[config.mk]
export PLATFORM = sky130hd
export DESIGN_NAME = hid_key_report_builder_top
export DESIGN_NICKNAME = d
export VERILOG_FILES = /design/src/rtl/core/hkrb_pkg.sv /design/src/rtl/core/hkrb_dp.sv /design/src/rtl/core/hkrb_ctrl.sv /design/src/rtl/core/hid_key_report_builder_top.sv
export SDC_FILE = /design/constraint.sdc
export NUM_CORES = 1
export LEC_CHECK = 0
export BUFFER_PORTS_ARGS = -buffer_cell sky130_fd_sc_hd__buf_2
export CAP_MARGIN = 20
export CORE_MARGIN = 3
export CORE_UTILIZATION = 30
export DETAILED_ROUTE_END_ITERATION = 10
export SLEW_MARGIN = 20
export SYNTH_ARGS = -nofsm -noshare
export SYNTH_HDL_FRONTEND = slang
export SYNTH_HIERARCHICAL = 1
export SYNTH_SLANG_ARGS = --single-unit
[constraint.sdc]
create_clock -name clk_i -period 6.2 [get_ports clk_i]
set_clock_uncertainty 0.05 [all_clocks]
set_input_delay 1.24 -clock clk_i [delete_from_list [all_inputs] [get_ports clk_i]]
set_output_delay 1.24 -clock clk_i [all_outputs]
set_load 0.01 [all_outputs]
[src/rtl/core/hkrb_pkg.sv]
// shared types and constants of the keyboard report builder
// used by hkrb_ctrl, hkrb_dp and hid_key_report_builder_top
package hkrb_pkg;

  localparam int unsigned KEY_SLOTS_DEF = 6;
  localparam int unsigned REPORT_SLOTS  = 6;
  localparam int unsigned CODE_W        = 8;
  localparam int unsigned ACTION_W      = 2;

  // modifier codes are FIRST_MODIFIER .. FIRST_MODIFIER + 7
  localparam logic [CODE_W-1:0] FIRST_MODIFIER = 8'hE0;
  localparam logic [CODE_W-1:0] EMPTY_CODE     = 8'h00;

  typedef enum logic [ACTION_W-1:0] {
    ACT_PRESS       = 2'd0,
    ACT_RELEASE     = 2'd1,
    ACT_RELEASE_ALL = 2'd2,
    ACT_NOP         = 2'd3
  } action_e;

  typedef struct packed {
    logic [ACTION_W-1:0] action;
    logic [CODE_W-1:0]   key_code;
  } key_req_t;

  typedef struct packed {
    logic              accepted;
    logic [CODE_W-1:0] modifier_mask;
    logic [CODE_W-1:0] slot_zero;
    logic [CODE_W-1:0] slot_one;
    logic [CODE_W-1:0] slot_two;
    logic [CODE_W-1:0] slot_three;
    logic [CODE_W-1:0] slot_four;
    logic [CODE_W-1:0] slot_five;
  } key_rpt_t;

  // controller to datapath
  typedef struct packed {
    logic load_req;
    logic mod_set;
    logic mod_clr;
    logic clr_all;
    logic slot_fill;
    logic reject;
    logic idx_inc;
    logic rel_step;
    logic rel_clear;
    logic out_load;
  } dp_cmd_t;

  // datapath to controller
  typedef struct packed {
    logic [ACTION_W-1:0] action;
    logic                is_mod;
    logic                hit;
    logic                empty;
    logic                last;
    logic                out_free;
  } dp_sts_t;

endpackage

[src/rtl/core/hkrb_dp.sv]
// datapath: request register, modifier mask, key slots, scan counters and report register
// depends on hkrb_pkg
module hkrb_dp #(
  parameter int unsigned KEY_SLOTS = hkrb_pkg::KEY_SLOTS_DEF
) (
  input  logic               clk_i,
  input  logic               rst_ni,
  input  hkrb_pkg::key_req_t in_req_i,
  input  hkrb_pkg::dp_cmd_t  cmd_i,
  output hkrb_pkg::dp_sts_t  sts_o,
  input  logic               out_ready_i,
  output logic               out_valid_o,
  output hkrb_pkg::key_rpt_t out_rpt_o
);
  import hkrb_pkg::*;

  localparam int unsigned IdxW = (KEY_SLOTS > 1) ? $clog2(KEY_SLOTS) : 1;
  localparam int unsigned CntW = $clog2(KEY_SLOTS + 1);
  localparam logic [IdxW-1:0] LastIdx = IdxW'(KEY_SLOTS - 1);

  key_req_t          req_q;
  logic [CODE_W-1:0] mod_q, mod_d;
  logic [CODE_W-1:0] slot_q [KEY_SLOTS];
  logic [CODE_W-1:0] slot_d [KEY_SLOTS];
  logic [IdxW-1:0]   idx_q, idx_d;
  logic [CntW-1:0]   kept_q, kept_d;
  logic              acc_q, acc_d;
  logic              out_valid_q;
  key_rpt_t          out_rpt_q;
  logic [CODE_W-1:0] cur;
  logic              keep;
  logic [CODE_W-1:0] rep [REPORT_SLOTS];
  logic [CODE_W-1:0] mod_bit;

  assign cur     = slot_q[idx_q];
  assign keep    = (cur != req_q.key_code) && (cur != EMPTY_CODE);
  assign mod_bit = CODE_W'(1) << req_q.key_code[2:0];

  assign sts_o.action   = req_q.action;
  assign sts_o.is_mod   = (req_q.key_code[7:3] == FIRST_MODIFIER[7:3]);
  assign sts_o.hit      = (cur == req_q.key_code);
  assign sts_o.empty    = (cur == EMPTY_CODE);
  assign sts_o.last     = (idx_q == LastIdx);
  assign sts_o.out_free = !out_valid_q || out_ready_i;

  always_comb begin
    mod_d  = mod_q;
    slot_d = slot_q;
    idx_d  = idx_q;
    kept_d = kept_q;
    acc_d  = acc_q;
    if (cmd_i.load_req) begin
      idx_d  = '0;
      kept_d = '0;
      acc_d  = 1'b1;
    end
    if (cmd_i.mod_set) mod_d = mod_q | mod_bit;
    if (cmd_i.mod_clr) mod_d = mod_q & ~mod_bit;
    if (cmd_i.clr_all) begin
      mod_d = '0;
      for (int j = 0; j < KEY_SLOTS; j++) slot_d[j] = EMPTY_CODE;
    end
    if (cmd_i.slot_fill && sts_o.empty) slot_d[idx_q] = req_q.key_code;
    if (cmd_i.reject) acc_d = 1'b0;
    if (cmd_i.idx_inc) idx_d = idx_q + IdxW'(1);
    // compaction writes never run ahead of the read index
    if (cmd_i.rel_step && keep) begin
      slot_d[kept_q[IdxW-1:0]] = cur;
      kept_d = kept_q + CntW'(1);
    end
    if (cmd_i.rel_clear) begin
      for (int j = 0; j < KEY_SLOTS; j++) begin
        if (CntW'(j) >= kept_q) slot_d[j] = EMPTY_CODE;
      end
    end
  end

  always_ff @(posedge clk_i or negedge rst_ni) begin
    if (!rst_ni) begin
      mod_q       <= '0;
      idx_q       <= '0;
      kept_q      <= '0;
      acc_q       <= 1'b1;
      out_valid_q <= 1'b0;
      for (int j = 0; j < KEY_SLOTS; j++) slot_q[j] <= EMPTY_CODE;
    end else begin
      mod_q  <= mod_d;
      slot_q <= slot_d;
      idx_q  <= idx_d;
      kept_q <= kept_d;
      acc_q  <= acc_d;
      if (cmd_i.out_load) begin
        out_valid_q <= 1'b1;
      end else if (out_ready_i) begin
        out_valid_q <= 1'b0;
      end
    end
  end

  // slots beyond the configured count read as empty
  for (genvar g = 0; g < REPORT_SLOTS; g++) begin : g_rep
    if (g < KEY_SLOTS) begin : g_used
      assign rep[g] = slot_q[g];
    end else begin : g_unused
      assign rep[g] = EMPTY_CODE;
    end
  end

  always_ff @(posedge clk_i) begin
    if (cmd_i.load_req) req_q <= in_req_i;
    if (cmd_i.out_load) begin
      out_rpt_q.accepted      <= acc_q;
      out_rpt_q.modifier_mask <= mod_q;
      out_rpt_q.slot_zero     <= rep[0];
      out_rpt_q.slot_one      <= rep[1];
      out_rpt_q.slot_two      <= rep[2];
      out_rpt_q.slot_three    <= rep[3];
      out_rpt_q.slot_four     <= rep[4];
      out_rpt_q.slot_five     <= rep[5];
    end
  end

  assign out_valid_o = out_valid_q;
  assign out_rpt_o   = out_rpt_q;

endmodule

[src/rtl/core/hkrb_ctrl.sv]
// controller: sequences one key event through the datapath
// depends on hkrb_pkg
module hkrb_ctrl (
  input  logic              clk_i,
  input  logic              rst_ni,
  input  logic              in_valid_i,
  output logic              in_ready_o,
  input  hkrb_pkg::dp_sts_t sts_i,
  output hkrb_pkg::dp_cmd_t cmd_o
);
  import hkrb_pkg::*;

  typedef enum logic [2:0] {
    ST_IDLE,
    ST_EXEC,
    ST_PRESS_SCAN,
    ST_REL_SCAN,
    ST_REL_CLEAR,
    ST_FINISH
  } state_e;

  state_e state_q;

  assign in_ready_o = (state_q == ST_IDLE);

  always_comb begin
    cmd_o = '0;
    unique case (state_q)
      ST_IDLE: cmd_o.load_req = in_valid_i;
      ST_EXEC: begin
        unique case (action_e'(sts_i.action))
          ACT_PRESS:       cmd_o.mod_set = sts_i.is_mod;
          ACT_RELEASE:     cmd_o.mod_clr = sts_i.is_mod;
          ACT_RELEASE_ALL: cmd_o.clr_all = 1'b1;
          ACT_NOP:         cmd_o = '0;
          default:         cmd_o = '0;
        endcase
      end
      ST_PRESS_SCAN: begin
        priority if (sts_i.hit || sts_i.empty) begin
          cmd_o.slot_fill = 1'b1;
        end else if (sts_i.last) begin
          cmd_o.reject = 1'b1;
        end else begin
          cmd_o.idx_inc = 1'b1;
        end
      end
      ST_REL_SCAN: begin
        cmd_o.rel_step = 1'b1;
        cmd_o.idx_inc  = !sts_i.last;
      end
      ST_REL_CLEAR: cmd_o.rel_clear = 1'b1;
      ST_FINISH:    cmd_o.out_load  = sts_i.out_free;
      default:      cmd_o = '0;
    endcase
  end

  always_ff @(posedge clk_i or negedge rst_ni) begin
    if (!rst_ni) begin
      state_q <= ST_IDLE;
    end else begin
      unique case (state_q)
        ST_IDLE: begin
          if (in_valid_i) state_q <= ST_EXEC;
        end
        ST_EXEC: begin
          if (action_e'(sts_i.action) == ACT_PRESS && !sts_i.is_mod) begin
            state_q <= ST_PRESS_SCAN;
          end else if (action_e'(sts_i.action) == ACT_RELEASE && !sts_i.is_mod) begin
            state_q <= ST_REL_SCAN;
          end else begin
            state_q <= ST_FINISH;
          end
        end
        ST_PRESS_SCAN: begin
          if (sts_i.hit || sts_i.empty || sts_i.last) state_q <= ST_FINISH;
        end
        ST_REL_SCAN: begin
          if (sts_i.last) state_q <= ST_REL_CLEAR;
        end
        ST_REL_CLEAR: state_q <= ST_FINISH;
        ST_FINISH: begin
          if (sts_i.out_free) state_q <= ST_IDLE;
        end
        default: state_q <= ST_IDLE;
      endcase
    end
  end

endmodule

[src/rtl/core/hid_key_report_builder_top.sv]
// Boot-keyboard report builder: each key event request (press, release, release all)
// updates an 8-bit modifier mask and KEY_SLOTS compacted key slots and returns the whole
// report with an accept flag that is low only when a press found every slot taken. One
// event is worked at a time. Modifier events, release-all and the unused action pass
// from ST_EXEC straight to ST_FINISH; a key press scans the slots up to a match or an
// empty or last slot, and a key release scans every slot and then clears the tail, one
// slot per cycle. The report is loaded once the output register is free; the next
// request can be taken in the cycle after, and also while the loaded report waits.
// depends on hkrb_pkg, hkrb_ctrl, hkrb_dp
module hid_key_report_builder_top #(
  parameter int unsigned KEY_SLOTS = hkrb_pkg::KEY_SLOTS_DEF
) (
  input  logic               clk_i,
  input  logic               rst_ni,
  input  logic               in_valid_i,
  output logic               in_ready_o,
  input  hkrb_pkg::key_req_t in_req_i,
  output logic               out_valid_o,
  input  logic               out_ready_i,
  output hkrb_pkg::key_rpt_t out_rpt_o
);
  import hkrb_pkg::*;

  dp_cmd_t cmd;
  dp_sts_t sts;

  hkrb_ctrl u_ctrl (
    .clk_i      (clk_i),
    .rst_ni     (rst_ni),
    .in_valid_i (in_valid_i),
    .in_ready_o (in_ready_o),
    .sts_i      (sts),
    .cmd_o      (cmd)
  );

  hkrb_dp #(
    .KEY_SLOTS (KEY_SLOTS)
  ) u_dp (
    .clk_i       (clk_i),
    .rst_ni      (rst_ni),
    .in_req_i    (in_req_i),
    .cmd_i       (cmd),
    .sts_o       (sts),
    .out_ready_i (out_ready_i),
    .out_valid_o (out_valid_o),
    .out_rpt_o   (out_rpt_o)
  );

  // in_ready_o drops once a request is accepted, while the request is worked
  assert property (@(posedge clk_i) disable iff (!rst_ni)
    in_valid_i && in_ready_o |=> !in_ready_o)
    else $error("request accepted on back-to-back cycles");

  // reported slots stay compacted: no code after an empty slot
  assert property (@(posedge clk_i) disable iff (!rst_ni)
    out_valid_o |->
      (out_rpt_o.slot_zero  != EMPTY_CODE || out_rpt_o.slot_one   == EMPTY_CODE) &&
      (out_rpt_o.slot_one   != EMPTY_CODE || out_rpt_o.slot_two   == EMPTY_CODE) &&
      (out_rpt_o.slot_two   != EMPTY_CODE || out_rpt_o.slot_three == EMPTY_CODE) &&
      (out_rpt_o.slot_three != EMPTY_CODE || out_rpt_o.slot_four  == EMPTY_CODE) &&
      (out_rpt_o.slot_four  != EMPTY_CODE || out_rpt_o.slot_five  == EMPTY_CODE))
    else $error("report slots not compacted");

  // a rejected press means every slot was full
  assert property (@(posedge clk_i) disable iff (!rst_ni)
    out_valid_o && !out_rpt_o.accepted |->
      (KEY_SLOTS < REPORT_SLOTS) || out_rpt_o.slot_five != EMPTY_CODE)
    else $error("press rejected with a free slot");

  // at most one slot or mask update per cycle
  assert property (@(posedge clk_i) disable iff (!rst_ni)
    $onehot0({cmd.mod_set, cmd.mod_clr, cmd.clr_all, cmd.slot_fill, cmd.rel_step,
              cmd.rel_clear, cmd.out_load, cmd.load_req}))
    else $error("conflicting datapath commands");

endmodule

### Word level (Yosys, flattened, before mapping)

Cells that the tools add are included.

| word-level totals | value |
|---|---|
| bits in registers | 134 |
| input port bits | 14 |

| operators by class | value |
|---|---|
| magnitude comparators | 10 |
| reduce and logical (&&, ||, !) cells | 23 |
| multiplexer cells | 50 |
| shift operators | 1 |
| bitwise operators | 5 |
| add/subtract/negate cells | 2 |
| equality and inequality tests | 15 |

Operator list:

| cell | count |
|---|---|
| $mux 48 | 4 |
| $mux 8 | 13 |
| $bwmux 48 | 2 |
| $demux 8 s3 | 2 |
| $mux 3 | 10 |
| $bmux 8 s3 | 1 |
| $pmux 3 s6 | 1 |
| $mux 1 | 14 |
| $eq 3x3->1 const B | 3 |
| $and 8x8->8 | 1 |
| $eq 8x8->1 | 1 |
| $ge 4x4->1 const B | 2 |
| $logic_not 8->1 | 1 |
| $lt 4x1->1 const B | 2 |
| $ne 8x8->1 | 1 |
| $not 3->4 | 2 |
| $not 8->8 | 1 |
| $or 8x8->8 | 1 |
| $reduce_bool 2->1 | 4 |
| $reduce_bool 8->1 | 1 |
| $shl 1x3->8 const A | 1 |
| $logic_and 1x1->1 | 7 |
| $add 3x1->3 const B | 2 |
| $eq 3x2->1 const B | 2 |
| other kinds (17) | 27 |

### Depth between registers and ports, before layout

| depth | value |
|---|---|
| depth after elaboration | 14 |
| depth in mapped cells | 18 |
| mapped depth without buffers | 12 |

### Cells and area by module

Netlist, hierarchy kept.

By module, submodules not included:

| module | times used | seq. area each (um^2) | area each (um^2) | cells an instance |
|---|---|---|---|---|
| hkrb_dp | 1 | 3614.7 | 6357.3 | 524 |
| hkrb_ctrl | 1 | 75.1 | 292.8 | 35 |

### Worst setup path before layout

No wires, ideal clock.

| path | value |
|---|---|
| path type | input-to-reg |
| start | input out_ready_i |
| end | register u_dp.out_rpt_q (netlist bit u_dp/out_rpt_o[0]) (enable) |
| setup time | 473 ps |
| cell stages on the path | 3 |
| arrival | 3846 ps |
| setup slack | 1831 ps |
| buffers on the path | 0 |
| required time | 5677 ps |
| cells stage by stage | nand2b_1 nand2_1 nor2_1 |

RTL lines:

| item | RTL line | source |
|---|---|---|
| from (decl) | hid_key_report_builder_top.sv:19 | `input logic out_ready_i,` |
| to (decl) | hkrb_dp.sv:29 | `key_rpt_t out_rpt_q;` |

==> results.cfg <==
[floorplan]
start_util = 0.310
floorplan.core_area_mm2 = 0.0214
ios = 73
fp.dieH_um = 155
die_x_um = 155
dieArea_mm2 = 0.0240
rows = 53

[synth]
synth_flop_cell = edfxtp_1
syn-num-nets = 578
ys_warn_count = 6
mappedNetlistArea_mm2 = 0.00665
netlist_instances = 559
synthDistinctLibCells = 68
ys_ff_latch = 134
syn_avg_cell_area_um2 = 11.9
synthArstFlopShare = 0.500
synth_edf_count = 67
yosysSeqAreaShare = 0.555

[routing]
post-route-drc-count = 0
wl_per_cell_um = 22.4
post_drt_via_cell_ratio = 5.85
drt_wl_total_mm = 19.8
first_pass_iters = 5
num_vias = 5197
drt_iter0_drc = 735
drtAntennaViolNets = 0

[global_routing]
antenna_found_initial = 0
grt_overflow_total = 0
grt_pass1_vias = 5149
grt_max_degree = 68
grt_usage = 0.165
grt_pass1_wl_mm = 30.5

[critical_path]
crit_top_cell = nor2_1
path_cells = buf_4, mux2i_1, nor2_1, or2_1, or4_1, nor2_4, nor2_1, nor2_1, inv_1, or4_1, nor3_2, a22oi_1, a21oi_1
critical-path-max-stage-delay_ps = 830
startpoint_type = register
cp.arrival_ps = 5110
path_max_fanout = 32
regToRegSetupSlack_ps = 1380
crit_type = register to register
cp-end-kind = register
crit_required_ps = 6490
critPathSlowestCell = dfrtp_2

[pwr]
max-vdd-ir-drop_mv = 0.380
p_per_area_mw_per_mm2 = 505
leakage_nw = 3.04

[clocking]
cts-buffers-inserted = 17
clk_pin_slew_ps = 60
ctsHoldBuffers = 0
root_buffer = clkbuf_16
cts_sinks = 134
clkLatencyLatePin_ps = 420
cts_max_path_buffers = 2
post_cts_buffers = 0
cts_tree = built
htreeDepth = 4
cts-resized-gates = 0

[timing]
tightest_slew_ps = 1210
hold_viol = 0
grt_setup_unrepaired = false
period_minus_slack_ps = 4820
finalSetupViolCount = 0
fin_crit_sh = 0.778
fin_setup_tns_ps = 0
final_max_slew_viol_count = 0
max_freq_mhz = 207
relSlewSlack = 0.185

[place]
numPortBuffers = 72
hpwlAfterDp_mm = 13.0
place_congestion = 0.916

[flow_run]
drv_cap = 0

[cells_and_area]
drive_above_1_share = 0.233
syn_to_final_growth_pct = 17.2
n_fill_cell = 2092
final_nets = 619
insertedDiodeCount = 0
fin_util = 0.364
final_common_cell = buf_2
mostFrequentLayoutCells = 72 x buf_2, 67 x edfxtp_1, 65 x dfrtp_1

[status]
status = finished, final reports clean

[min_path]
hold_class = register to register
[per-layer routing]
| metal | global-route usage | wire [um] | vias to the layer above | share of wire |
|---|---|---|---|---|
| li1 | - | - | 2304 | - |
| met1 | 0.219 | 8410 | 2551 | 0.42 |
| met2 | 0.244 | 8970 | 289 | 0.45 |
| met3 | 0.0576 | 1860 | 53 | 0.094 |
| met4 | 0.0757 | 614 | 0 | 0.031 |
| met5 | 0 | 0 | - | 0 |
[final timing paths]
| check | depth (start not counted) | to | startpoint |
|---|---|---|---|
| worst max-delay path | 13 | u_dp/rep[41]$_DFF_PN0_ | u_dp/idx_q[0]$_DFFE_PN0P_ |
| worst min-delay path | 0 | u_dp/out_rpt_o[53]$_DFFE_PP_ | u_dp/mod_q[5]$_DFFE_PN0P_ |
| worst max register to register | 13 | u_dp/rep[41]$_DFF_PN0_ | u_dp/idx_q[0]$_DFFE_PN0P_ |
| worst min register to register | 0 | u_dp/out_rpt_o[53]$_DFFE_PP_ | u_dp/mod_q[5]$_DFFE_PN0P_ |
| max in group asynchronous | 2 | u_dp/idx_q[0]$_DFFE_PN0P_ | rst_ni |
| min in group asynchronous | 2 | u_dp/out_valid_o$_DFFE_PN0P_ | rst_ni |
[state kept, by name, summed over array words and instances, names as in the netlist]
name,flops
u_dp/idx_q,3
u_ctrl/state_q,3
u_dp/mod_q,8
u_dp/rep,48
u_dp/out_valid_o,1
u_dp/kept_q,3
u_dp/sts_o,2
u_dp/acc_q,1
u_dp/out_rpt_o,57
u_dp/req_q,8
[where the power goes]
group / internal (mW) / switching [mW] / leakage (nW) / total (mW)
Combinational: 0.424 / 0.946 / 1.17 / 1.37
Clock: 0.765 / 0.381 / 0.322 / 1.15
Sequential: 1.19 / 0.231 / 1.54 / 1.42
[cells by family after synthesis]
logic type / count (synthesis) / synth area share
buffers and inverters: 64 / 0.0495
adders and majority gates: 5 / 0.00941
and+or+nand+nor: 127 / 0.122
DFF: 134 / 0.555
muxes: 26 / 0.0435
xor gates and xnor gates: 3 / 0.00395
AOI/OAI and AO/OA: 200 / 0.216
[cells in the mapped netlist, types with 4 or more instances]
| cell type | number | share of area |
|---|---|---|
| a21o_1 | 7 | 0.0079 |
| a21oi_1 | 54 | 0.041 |
| a21oi_2 | 4 | 0.0053 |
| a22oi_1 | 25 | 0.028 |
| a311oi_1 | 4 | 0.0053 |
| a31oi_1 | 18 | 0.017 |
| a32oi_1 | 10 | 0.013 |
| and2_1 | 4 | 0.0038 |
| buf_2 | 14 | 0.011 |
| buf_6 | 8 | 0.014 |
| clkbuf_1 | 29 | 0.016 |
| dfrtp_1 | 66 | 0.25 |
| edfxtp_1 | 67 | 0.30 |
| ha_1 | 5 | 0.0094 |
| inv_1 | 5 | 0.0028 |
| mux2_2 | 8 | 0.014 |
| mux2i_1 | 12 | 0.018 |
| nand2_1 | 13 | 0.0073 |
| nand2b_1 | 9 | 0.0085 |
| nand3_1 | 10 | 0.0075 |
| nor2_1 | 18 | 0.010 |
| nor2b_1 | 25 | 0.024 |
| nor3b_1 | 8 | 0.0090 |
| nor4_1 | 4 | 0.0038 |
| o21ai_0 | 4 | 0.0030 |
| o41ai_1 | 48 | 0.063 |
| or3_1 | 8 | 0.0075 |
[cell type report]
cell class / instances / area (um^2) / share of cell area
Sequential cell: 134 / 3690 / 0.474
Clock inverter: 12 / 223 / 0.0286
Multi-Input combinational cell: 361 / 2650 / 0.340
Inverter: 7 / 26.3 / 0.00337
Clock buffer: 20 / 447 / 0.0573
Tap cell: 275 / 344 / 0.0441
Timing Repair Buffer: 79 / 413 / 0.0530
[critical path: cells and delay by family (launching register included)]
family	cells	cell delay [ps]
and+or+nand+nor	8	2570
muxes	1	260
DFF	1	830
AOI/OAI and AO/OA	2	360
buffers and inverters	2	640
[per-stage QoR]
| stage | std cells | cell area, um^2 | power, mW | hold slack [ps] | setup WS (ps) |
|---|---|---|---|---|---|
| 6_report | 888 | 7790 | 3.93 | 409 | 1380 |
| 4_1_cts | 888 | 7790 | 3.93 | 409 | 1520 |
| 3_3_place_gp | 856 | 7120 | 2.74 | 389 | 1690 |
| 3_5_place_dp | 856 | 7120 | 2.77 | 397 | 1530 |
| 2_1_floorplan | 559 | 6650 | 2.45 | 375 | 1830 |
| 5_1_grt | 888 | 7790 | 4.13 | 420 | 1100 |
(Power assumes the default switching activity.)
